$ cat src/rtl/dhfa_pkg.sv
package dhfa_pkg;
	localparam int FRAC_BITS_DEF = 16;
	localparam int TAN_BITS = 30;
	localparam int OP_W = 1;
	localparam int ANG_W = 17;
	localparam int DH_W = 24;
	localparam int DIST_W = 40;
	localparam int HGT_W = 48;
	localparam int STAT_W = 2;
	localparam int NUM_W = 2 * TAN_BITS + 1;
	localparam logic [DH_W-1:0] DH_RESET = 24'd98304;

	typedef enum logic [STAT_W-1:0] {
		STAT_OK,
		STAT_ALPHA,
		STAT_BETA
	} status_t;

	typedef enum logic [2:0] {
		ST_IDLE,
		ST_TQ,
		ST_TT,
		ST_DIST,
		ST_MUL,
		ST_FIN
	} state_t;
endpackage

$ cat src/rtl/dhfa_if.sv
interface dhfa_req_if;
	import dhfa_pkg::*;
	logic valid;
	logic ready;
	logic [OP_W-1:0] opcode;
	logic [ANG_W-1:0] angle_alpha;
	logic [ANG_W-1:0] angle_beta;
	modport source (output valid, output opcode, output angle_alpha, output angle_beta,
		input ready);
	modport sink (input valid, input opcode, input angle_alpha, input angle_beta,
		output ready);
endinterface

interface dhfa_rsp_if;
	import dhfa_pkg::*;
	logic valid;
	logic ready;
	logic [DIST_W-1:0] distance;
	logic [HGT_W-1:0] height;
	logic [STAT_W-1:0] status;
	modport source (output valid, output distance, output height, output status,
		input ready);
	modport sink (input valid, input distance, input height, input status,
		output ready);
endinterface

interface dhfa_cfg_if;
	import dhfa_pkg::*;
	logic valid;
	logic ready;
	logic [DH_W-1:0] data;
	modport source (output valid, output data, input ready);
	modport sink (input valid, input data, output ready);
endinterface

$ cat src/rtl/distance_height_from_angles.sv
// opcode 0 gives the distance from alpha; opcode 1 also runs beta and a shift-add
// product for the height; na, nb are term counts 3..10 per angle
// an out-of-range angle goes from idle straight to the finish state, with no division
// one request at a time; every division runs in the shared radix-2 divider
// reset clears control and sets device_height to 1.5 m; no memory clearing pass
module distance_height_from_angles (
	input  logic clk,
	input  logic arst_n,
	dhfa_cfg_if.sink cfg,
	dhfa_req_if.sink req,
	dhfa_rsp_if.source rsp
);
	import dhfa_pkg::*;

	localparam int FRAC_BITS = FRAC_BITS_DEF;
	localparam int QSH = FRAC_BITS + TAN_BITS;
	localparam int PW = DIST_W + NUM_W;
	localparam int CNT_W = $clog2(NUM_W + 1);
	localparam int MCNT_W = $clog2(DIST_W + 1);
	localparam logic [NUM_W-1:0] TAN_CAP = NUM_W'(1) << (2 * TAN_BITS);
	localparam logic [NUM_W-1:0] DIST_MAX = NUM_W'({DIST_W{1'b1}});
	localparam logic [PW-TAN_BITS-1:0] HGT_MAX_W = (PW-TAN_BITS)'({HGT_W{1'b1}});
	localparam logic [HGT_W-1:0] HGT_MAX = {HGT_W{1'b1}};
	localparam logic [63:0] BRK [9] = '{
		64'd0,
		(64'd21 << FRAC_BITS) / 64'd1000,
		(64'd106 << FRAC_BITS) / 64'd1000,
		(64'd275 << FRAC_BITS) / 64'd1000,
		(64'd520 << FRAC_BITS) / 64'd1000,
		(64'd814 << FRAC_BITS) / 64'd1000,
		(64'd1121 << FRAC_BITS) / 64'd1000,
		(64'd1387 << FRAC_BITS) / 64'd1000,
		(64'd1400 << FRAC_BITS) / 64'd1000
	};

	function automatic logic [3:0] term_count(input logic [ANG_W-1:0] a);
		logic [3:0] n;
		logic found;
		n = 4'd3;
		found = 1'b0;
		for (int i = 0; i < 8; i++) begin
			if (!found) begin
				if (64'(a) > BRK[i] && 64'(a) <= BRK[i+1])
					found = 1'b1;
				else
					n = n + 4'd1;
			end
		end
		return n;
	endfunction

	function automatic logic angle_ok(input logic [ANG_W-1:0] a);
		return a != '0 && 64'(a) <= BRK[8];
	endfunction

	state_t state_q, state_d;
	logic [DH_W-1:0] dh_q;
	logic [OP_W-1:0] op_q;
	logic [ANG_W-1:0] ang_q, beta_q;
	logic sel_q;
	logic [3:0] n_q;
	logic [4:0] v_q;
	logic [NUM_W-1:0] t_q;
	logic [DIST_W-1:0] dist_q;
	logic [HGT_W-1:0] hgt_q;
	status_t stat_q, stat_in;
	logic [DIST_W-1:0] rsp_dist_q;
	logic [HGT_W-1:0] rsp_hgt_q;
	logic [STAT_W-1:0] rsp_stat_q;
	logic rsp_valid_q;

	logic [NUM_W-1:0] div_num_q, div_den_q, div_rem_q, div_quo_q;
	logic [CNT_W-1:0] div_cnt_q;
	logic [NUM_W:0] rem_sh, rem_dif;
	logic div_ld, div_done;
	logic [NUM_W-1:0] div_num_d, div_den_d;

	logic [PW-1:0] acc_q;
	logic [DIST_W-1:0] mul_sh_q;
	logic [MCNT_W-1:0] mul_cnt_q;
	logic mul_ld;

	logic fin_tan, beta_go, rsp_go;
	logic [NUM_W-1:0] tn;
	logic [3:0] na, nb;
	logic [4:0] va, vb;
	logic [PW-TAN_BITS-1:0] p_full;
	logic [HGT_W-1:0] p48, hgt_calc;

	assign na = term_count(req.angle_alpha);
	assign va = {na, 1'b0} - 5'd1;
	assign nb = term_count(beta_q);
	assign vb = {nb, 1'b0} - 5'd1;
	assign div_done = div_cnt_q == '0;
	assign rsp_go = !rsp_valid_q || rsp.ready;

	always_comb begin
		if (!angle_ok(req.angle_alpha))
			stat_in = STAT_ALPHA;
		else if (req.opcode == 1'b1 && !angle_ok(req.angle_beta))
			stat_in = STAT_BETA;
		else
			stat_in = STAT_OK;
	end

	always_comb begin
		state_d = state_q;
		div_ld = 1'b0;
		div_num_d = '0;
		div_den_d = '0;
		mul_ld = 1'b0;
		fin_tan = 1'b0;
		beta_go = 1'b0;
		tn = '0;
		case (state_q)
			ST_IDLE: begin
				if (req.valid) begin
					if (stat_in != STAT_OK) begin
						state_d = ST_FIN;
					end else begin
						div_ld = 1'b1;
						div_num_d = NUM_W'(va) << QSH;
						div_den_d = NUM_W'(req.angle_alpha);
						state_d = ST_TQ;
					end
				end
			end
			ST_TQ: begin
				if (div_done) begin
					if (div_quo_q <= t_q) begin
						if (n_q == 4'd1) begin
							fin_tan = 1'b1;
							tn = TAN_CAP;
						end else begin
							div_ld = 1'b1;
							div_num_d = NUM_W'(v_q - 5'd2) << QSH;
							div_den_d = NUM_W'(ang_q);
						end
					end else begin
						div_ld = 1'b1;
						div_num_d = TAN_CAP;
						div_den_d = div_quo_q - t_q;
						state_d = ST_TT;
					end
				end
			end
			ST_TT: begin
				if (div_done) begin
					if (n_q == 4'd1) begin
						fin_tan = 1'b1;
						tn = div_quo_q;
					end else begin
						div_ld = 1'b1;
						div_num_d = NUM_W'(v_q - 5'd2) << QSH;
						div_den_d = NUM_W'(ang_q);
						state_d = ST_TQ;
					end
				end
			end
			ST_DIST: begin
				if (div_done) begin
					if (op_q == 1'b1)
						beta_go = 1'b1;
					else
						state_d = ST_FIN;
				end
			end
			ST_MUL: begin
				if (mul_cnt_q == '0)
					state_d = ST_FIN;
			end
			ST_FIN: begin
				if (rsp_go)
					state_d = ST_IDLE;
			end
			default: begin
				state_d = ST_IDLE;
			end
		endcase
		if (fin_tan) begin
			if (sel_q) begin
				mul_ld = 1'b1;
				state_d = ST_MUL;
			end else if (tn == '0) begin
				if (op_q == 1'b1)
					beta_go = 1'b1;
				else
					state_d = ST_FIN;
			end else begin
				div_ld = 1'b1;
				div_num_d = NUM_W'(dh_q) << TAN_BITS;
				div_den_d = tn;
				state_d = ST_DIST;
			end
		end
		if (beta_go) begin
			div_ld = 1'b1;
			div_num_d = NUM_W'(vb) << QSH;
			div_den_d = NUM_W'(beta_q);
			state_d = ST_TQ;
		end
	end

	always_ff @(posedge clk or negedge arst_n) begin
		if (!arst_n)
			state_q <= ST_IDLE;
		else
			state_q <= state_d;
	end

	always_ff @(posedge clk or negedge arst_n) begin
		if (!arst_n) begin
			dh_q <= DH_RESET;
			rsp_valid_q <= 1'b0;
			div_cnt_q <= '0;
			mul_cnt_q <= '0;
		end else begin
			if (cfg.valid)
				dh_q <= cfg.data;
			if (state_q == ST_FIN && rsp_go)
				rsp_valid_q <= 1'b1;
			else if (rsp.ready)
				rsp_valid_q <= 1'b0;
			if (div_ld)
				div_cnt_q <= CNT_W'(NUM_W);
			else if (!div_done)
				div_cnt_q <= div_cnt_q - 1'b1;
			if (mul_ld)
				mul_cnt_q <= MCNT_W'(DIST_W);
			else if (mul_cnt_q != '0)
				mul_cnt_q <= mul_cnt_q - 1'b1;
		end
	end

	// restoring divider, one quotient bit per cycle
	assign rem_sh = {div_rem_q, div_num_q[NUM_W-1]};
	assign rem_dif = rem_sh - {1'b0, div_den_q};

	always_ff @(posedge clk) begin
		if (div_ld) begin
			div_num_q <= div_num_d;
			div_den_q <= div_den_d;
			div_rem_q <= '0;
			div_quo_q <= '0;
		end else if (!div_done) begin
			div_num_q <= {div_num_q[NUM_W-2:0], 1'b0};
			if (!rem_dif[NUM_W]) begin
				div_rem_q <= rem_dif[NUM_W-1:0];
				div_quo_q <= {div_quo_q[NUM_W-2:0], 1'b1};
			end else begin
				div_rem_q <= rem_sh[NUM_W-1:0];
				div_quo_q <= {div_quo_q[NUM_W-2:0], 1'b0};
			end
		end
	end

	// height saturation
	assign p_full = acc_q[PW-1:TAN_BITS];
	assign p48 = (p_full > HGT_MAX_W) ? HGT_MAX : p_full[HGT_W-1:0];
	assign hgt_calc = (p48 > HGT_MAX - HGT_W'(dh_q)) ? HGT_MAX : p48 + HGT_W'(dh_q);

	always_ff @(posedge clk) begin
		case (state_q)
			ST_IDLE: begin
				if (req.valid) begin
					op_q <= req.opcode;
					beta_q <= req.angle_beta;
					ang_q <= req.angle_alpha;
					sel_q <= 1'b0;
					n_q <= na;
					v_q <= va;
					t_q <= '0;
					dist_q <= '0;
					hgt_q <= '0;
					stat_q <= stat_in;
				end
			end
			ST_TQ: begin
				if (div_done && div_quo_q <= t_q) begin
					t_q <= TAN_CAP;
					n_q <= n_q - 4'd1;
					v_q <= v_q - 5'd2;
				end
			end
			ST_TT: begin
				if (div_done) begin
					t_q <= div_quo_q;
					n_q <= n_q - 4'd1;
					v_q <= v_q - 5'd2;
				end
			end
			ST_DIST: begin
				if (div_done)
					dist_q <= (div_quo_q > DIST_MAX) ? {DIST_W{1'b1}} :
						div_quo_q[DIST_W-1:0];
			end
			ST_MUL: begin
				if (mul_cnt_q != '0) begin
					acc_q <= {acc_q[PW-2:0], 1'b0} +
						(mul_sh_q[DIST_W-1] ? PW'(t_q) : PW'(0));
					mul_sh_q <= {mul_sh_q[DIST_W-2:0], 1'b0};
				end else begin
					hgt_q <= hgt_calc;
				end
			end
			ST_FIN: begin
				if (rsp_go) begin
					rsp_dist_q <= dist_q;
					rsp_hgt_q <= hgt_q;
					rsp_stat_q <= stat_q;
				end
			end
			default: begin
			end
		endcase
		if (fin_tan && !sel_q && tn == '0)
			dist_q <= {DIST_W{1'b1}};
		if (mul_ld) begin
			mul_sh_q <= dist_q;
			acc_q <= '0;
		end
		if (beta_go) begin
			sel_q <= 1'b1;
			ang_q <= beta_q;
			n_q <= nb;
			v_q <= vb;
			t_q <= '0;
		end
	end

	assign req.ready = state_q == ST_IDLE;
	assign cfg.ready = 1'b1;
	assign rsp.valid = rsp_valid_q;
	assign rsp.distance = rsp_dist_q;
	assign rsp.height = rsp_hgt_q;
	assign rsp.status = rsp_stat_q;

	a_zero_on_err: assert property (@(posedge clk) disable iff (!arst_n)
		rsp.valid && rsp.status != STAT_OK |-> rsp.distance == '0 && rsp.height == '0)
		else $error("nonzero result with error status");
	a_den_nonzero: assert property (@(posedge clk) disable iff (!arst_n)
		(state_q == ST_TT || state_q == ST_DIST) && div_cnt_q == CNT_W'(NUM_W)
		|-> div_den_q != '0)
		else $error("division by zero");
	a_terms_left: assert property (@(posedge clk) disable iff (!arst_n)
		state_q == ST_TQ || state_q == ST_TT |-> n_q != 4'd0)
		else $error("term counter underflow");
	a_mul_beta: assert property (@(posedge clk) disable iff (!arst_n)
		state_q == ST_MUL |-> sel_q && op_q == 1'b1)
		else $error("product without beta phase");
endmodule

$ cat src/flat_wrapper.sv
// flat-port wrapper written by rule: the top's interface ports become plain ports
module distance_height_from_angles_flat import dhfa_pkg::*;
  (clk, arst_n, cfg_valid, cfg_data, cfg_ready, req_valid, req_opcode, req_angle_alpha, req_angle_beta, req_ready, rsp_valid, rsp_distance, rsp_height, rsp_status, rsp_ready);
  dhfa_cfg_if cfg_i ();
  dhfa_req_if req_i ();
  dhfa_rsp_if rsp_i ();
  input  logic clk;
  input  logic arst_n;
  input wire logic [$bits(cfg_i.valid)-1:0] cfg_valid;
  input wire logic [$bits(cfg_i.data)-1:0] cfg_data;
  output wire logic [$bits(cfg_i.ready)-1:0] cfg_ready;
  input wire logic [$bits(req_i.valid)-1:0] req_valid;
  input wire logic [$bits(req_i.opcode)-1:0] req_opcode;
  input wire logic [$bits(req_i.angle_alpha)-1:0] req_angle_alpha;
  input wire logic [$bits(req_i.angle_beta)-1:0] req_angle_beta;
  output wire logic [$bits(req_i.ready)-1:0] req_ready;
  output wire logic [$bits(rsp_i.valid)-1:0] rsp_valid;
  output wire logic [$bits(rsp_i.distance)-1:0] rsp_distance;
  output wire logic [$bits(rsp_i.height)-1:0] rsp_height;
  output wire logic [$bits(rsp_i.status)-1:0] rsp_status;
  input wire logic [$bits(rsp_i.ready)-1:0] rsp_ready;
  assign cfg_i.valid = cfg_valid;
  assign cfg_i.data = cfg_data;
  assign cfg_ready = cfg_i.ready;
  assign req_i.valid = req_valid;
  assign req_i.opcode = req_opcode;
  assign req_i.angle_alpha = req_angle_alpha;
  assign req_i.angle_beta = req_angle_beta;
  assign req_ready = req_i.ready;
  assign rsp_valid = rsp_i.valid;
  assign rsp_distance = rsp_i.distance;
  assign rsp_height = rsp_i.height;
  assign rsp_status = rsp_i.status;
  assign rsp_i.ready = rsp_ready;
  distance_height_from_angles u_core (.clk(clk), .arst_n(arst_n), .cfg(cfg_i), .req(req_i), .rsp(rsp_i));
endmodule
$ cat config.mk
export PLATFORM = sky130hd
export DESIGN_NAME = distance_height_from_angles_flat
export DESIGN_NICKNAME = d
export VERILOG_FILES = /design/src/rtl/dhfa_pkg.sv /design/src/rtl/dhfa_if.sv /design/src/rtl/distance_height_from_angles.sv /design/src/flat_wrapper.sv
export SDC_FILE = /design/constraint.sdc
export NUM_CORES = 2
export LEC_CHECK = 0
export BUFFER_PORTS_ARGS = -buffer_cell sky130_fd_sc_hd__buf_2
export CORE_AREA = 2 2 257 386
export DETAILED_ROUTE_END_ITERATION = 7
export DIE_AREA = 0 0 259 388
export PLACE_DENSITY_LB_ADDON = 0.12
export SETUP_SLACK_MARGIN = 0.3
export SYNTH_ARGS = -nofsm -noshare
export SYNTH_HDL_FRONTEND = slang
export SYNTH_SLANG_ARGS = --single-unit
$ cat constraint.sdc
create_clock -name clk -period 5.45 [get_ports clk]
set_input_delay 0.8175 -clock clk [delete_from_list [all_inputs] [get_ports clk]]
set_output_delay 0.8175 -clock clk [all_outputs]
set_load 0.01 [all_outputs]
==> impl_results.md <==
- Routed Antenna Nets: 0
- Register area share after synthesis: between 40% and 50%
- Total GRT Usage: between 20% and 30%
- CTS Buffer Depth: 3
- Worst slew margin: 26.4%
- Number of flops mapped to enable cells by yosys: 315
- Final period utilization: 97.1%
- NumNets Final: ~5400
- Final wirelength: 142 mm
- Avg Cell Area, Syn: 8.58 um2
- Vias per inst: a little under 6
- Type of the most critical hold path: input port to asynchronous set/reset pin
- Ys flop type: dfxtp_1
- Clk sink count: slightly below 700
- Most common cell after layout, fill and taps aside: nand2_1
- # rows: 140
- Setup TNS: 0 ns
- CTS tree: done
- Die H: about 390 um
- Worst Path Required: 5.87 ns
- Via count: around 37000
- First-pass GRT wire length: about 220 mm
- Initial core utilization: a little over two fifths
- Tmin final: ~5.3 ns
- Cell count after synthesis: roughly 5000
- Hold_buf cts: 0
- Total grt overflow: 0
- Fillers: just over 9000
- Synth top area share: 22.3%
- Fmax: around 0.19 GHz
- Initial detailed-routing violation count: about 2300
- CTS buffer count: 74
- R2R Path End: u_core.div_num_q[50]$_DFFE_PP_
- Clk root buf: clkbuf_16
- Post-route DRC: 0
- Core ar.: 96900 um2
- Port buffer count: between 150 and 200
- Number of global-route vias before repair: roughly 37000
- Routability Congestion: just under 1
- Initial antenna violation count: 4
- Power per cell area: 554 nW/um2
- Final hold slack: between 0.2 and 0.25 ns
- Crit-path max FO: 2
- Reg2reg setup slack: 0.34 ns
- Worst setup path class: input port to flip-flop
- RSZ-0062 raised after global routing: true
- Maxcap violations: 0
- Full die area: between 100000 and 150000 um2
- Worst IR Drop VDD: 0.000353 V
- Cell count of the worst reg-to-reg path: 24
- Critical path launch point type: input port
- Clock transition at path regs: around 0.060 ns
- Skew-Pair Late Insertion Delay: roughly 0.67 ns
- LEAKAGE: ~20 nW
- Status: finished clean
- Detail Placement HPWL: around 110 mm
- CP arrival: about 5.7 ns
- Largest cells by area after synthesis: edfxtp_1 (22%), dfxtp_1 (15%), ha_1 (6.6%)
- Yosys reg bits: 680
- Io pins: around 160
- Distinct cells, synth: 100
- Wire length per cell: 22.2 um
- Final Skew: 0.0270 ns
- Yosys top cell by area: edfxtp_1
- Endpoint class of the critical path: flip-flop
- Critical R2R Launch: u_core.beta_q[1]$_DFFE_PP_
- Die width: 259 um
- Area occupied by multi-input gates: 23700 um2
- Layout cells sized above 1: roughly an eighth
- Mapped cell area: 42400 um2
- Final Slew Violations: 0
- CTS HTree Levels: 3
- Least-Margin Pin Slew: about 1.1 ns
- Ys async rst share: ~5.9%
- Setup violations, final: 0
- Mapped Nets: approximately 5200
- P&R area growth vs syn: 13.2%
- Register area: about 17000 um2
- Largest net degree at the start of global routing: 81
- YS warnings: 0
- Hold Violations, Final: 0
- Pre-antenna DRT Iters: 6
- Most frequent cells in the layout: nand2_1 (579), a21oi_1 (515), dfxtp_1 (325)
-- how the worst max path moves through the flow --
stage,from,depth (start not counted),end
2_1_floorplan,req_angle_alpha[2],23,u_core.div_num_q[50]$_DFFE_PP_
3_3_place_gp,req_angle_alpha[4],24,u_core.div_num_q[50]$_DFFE_PP_
3_5_place_dp,req_angle_alpha[4],24,u_core.div_num_q[50]$_DFFE_PP_
4_1_cts,req_angle_alpha[4],24,u_core.div_num_q[50]$_DFFE_PP_
5_1_grt,req_angle_alpha[4],24,u_core.div_num_q[50]$_DFFE_PP_
6_report,req_angle_alpha[4],24,u_core.div_num_q[50]$_DFFE_PP_
-- per-stage QoR --
stage               util [%]  power, mW  cells  worst slack (ns)  cell area [um2]
finish                  49.5       26.6   6398             0.157            48000
global route            49.5       28.3   6395          -0.00314            48000
CTS                     49.3       26.5   6388             0.143            47800
detailed placement      46.7       21.1   6253            -0.656            45300
global placement        46.7       21.1   6253            -0.575            45300
floorplan                  -       17.0   4939            -0.228            42400
-- worst max-delay path: stages --
cell and delay [ns]:
buf_6 0.09, or4_4 0.53, nand4_1 0.11, a21oi_2 0.04
o311ai_2 0.33, buf_4 0.19, a31oi_4 0.09, ha_4 0.26
nor2_2 0.08, nor2_1 0.05, ha_1 0.27, mux2i_1 0.14
a31oi_1 0.12, ha_1 0.32, mux2_4 0.29, ha_4 0.16
o31a_1 0.11, xnor2_1 0.13, or4_4 0.50, mux2i_4 0.22
nand3_2 0.12, xor2_2 0.18, a221o_1 0.31, a221o_1 0.26
-- registers in the layout, summed over array words and instances, names as in the netlist, 40 cells and up --
name	cells
u_core.mul_sh_q	40
u_core.div_rem_q	61
u_core.dist_q	40
u_core.acc_q	101
u_core.rsp.distance	40
u_core.div_quo_q	61
u_core.hgt_q	48
u_core.rsp.height	48
u_core.t_q	61
u_core.div_den_q	61
-- cells in the mapped netlist, types with 13 or more instances --
cell type,n
nor2_1,304
a21boi_0,13
o211ai_1,28
a211o_1,16
a211oi_1,95
and4_1,16
mux2_2,45
o21bai_1,56
and2_1,90
a22oi_1,17
nand4_1,78
or3_1,21
inv_1,225
o22ai_1,17
o31ai_1,14
and3_1,56
buf_2,27
ha_1,223
nor2b_1,27
edfxtp_1,315
a31oi_1,56
nand3_1,228
a22o_1,56
xnor2_1,147
dfrtp_1,38
a311oi_1,14
o21ai_0,247
nor4_1,51
a21oi_1,521
or2_2,37
mux2i_1,17
dfxtp_1,325
clkbuf_1,272
a21o_1,110
a221o_1,23
o21a_1,35
nor3_1,116
nand2_1,584
nand2b_1,91
xor2_1,96
-- report_power, final --
group	total, mW	switching (mW)	internal [mW]
registers	7.53	0.932	6.60
logic	13.8	8.21	5.57
clock network	5.26	2.20	3.06
-- layout make-up --
| class | instances | area share (%) |
|---|---|---|
| multi-input cells | 3719 | 49.3 |
| diodes | 3 | 0.0156 |
| flip-flops and latches | 680 | 35.4 |
| clock buffers | 90 | 4.02 |
| inverters | 226 | 1.78 |
| well taps | 1278 | 3.33 |
| repair buffers | 358 | 5.11 |
| clock inverters | 44 | 1.11 |
-- cells by family (layout without fill, tap and decap cells) --
kind of cell               Yosys count  count (layout)  share of synthesized area [%]
AOI/OAI and AO/OA                 1427            1427                           21.5
xor gates and xnor gates           243             243                           5.02
adders and majority gates          227             227                           6.77
buffers and inverters              540             718                           4.92
DFF                                680             680                           40.0
muxes                               63              63                           1.65
other                                1               4                        0.00885
and+or+nand+nor                   1758            1758                           20.1
-- routing by layer --
metal | vias up | global-route usage (%) | share of wire (%)
li1 | 18100 | - | -
met1 | 17900 | 30.3 | 38
met2 | 947 | 49.9 | 51
met3 | 361 | 3.58 | 3.8
met4 | 2 | 18.5 | 7.4
met5 | - | 0 | 0.0092
-- timing repair --
action                                 CTS  global route
resized for setup                        5            39
buffers inserted                         1             7
setup endpoints to repair                4            20
pin swaps                                2            10
endpoints found under the hold margin    0             0
Power figures use the tool's default switching activity.
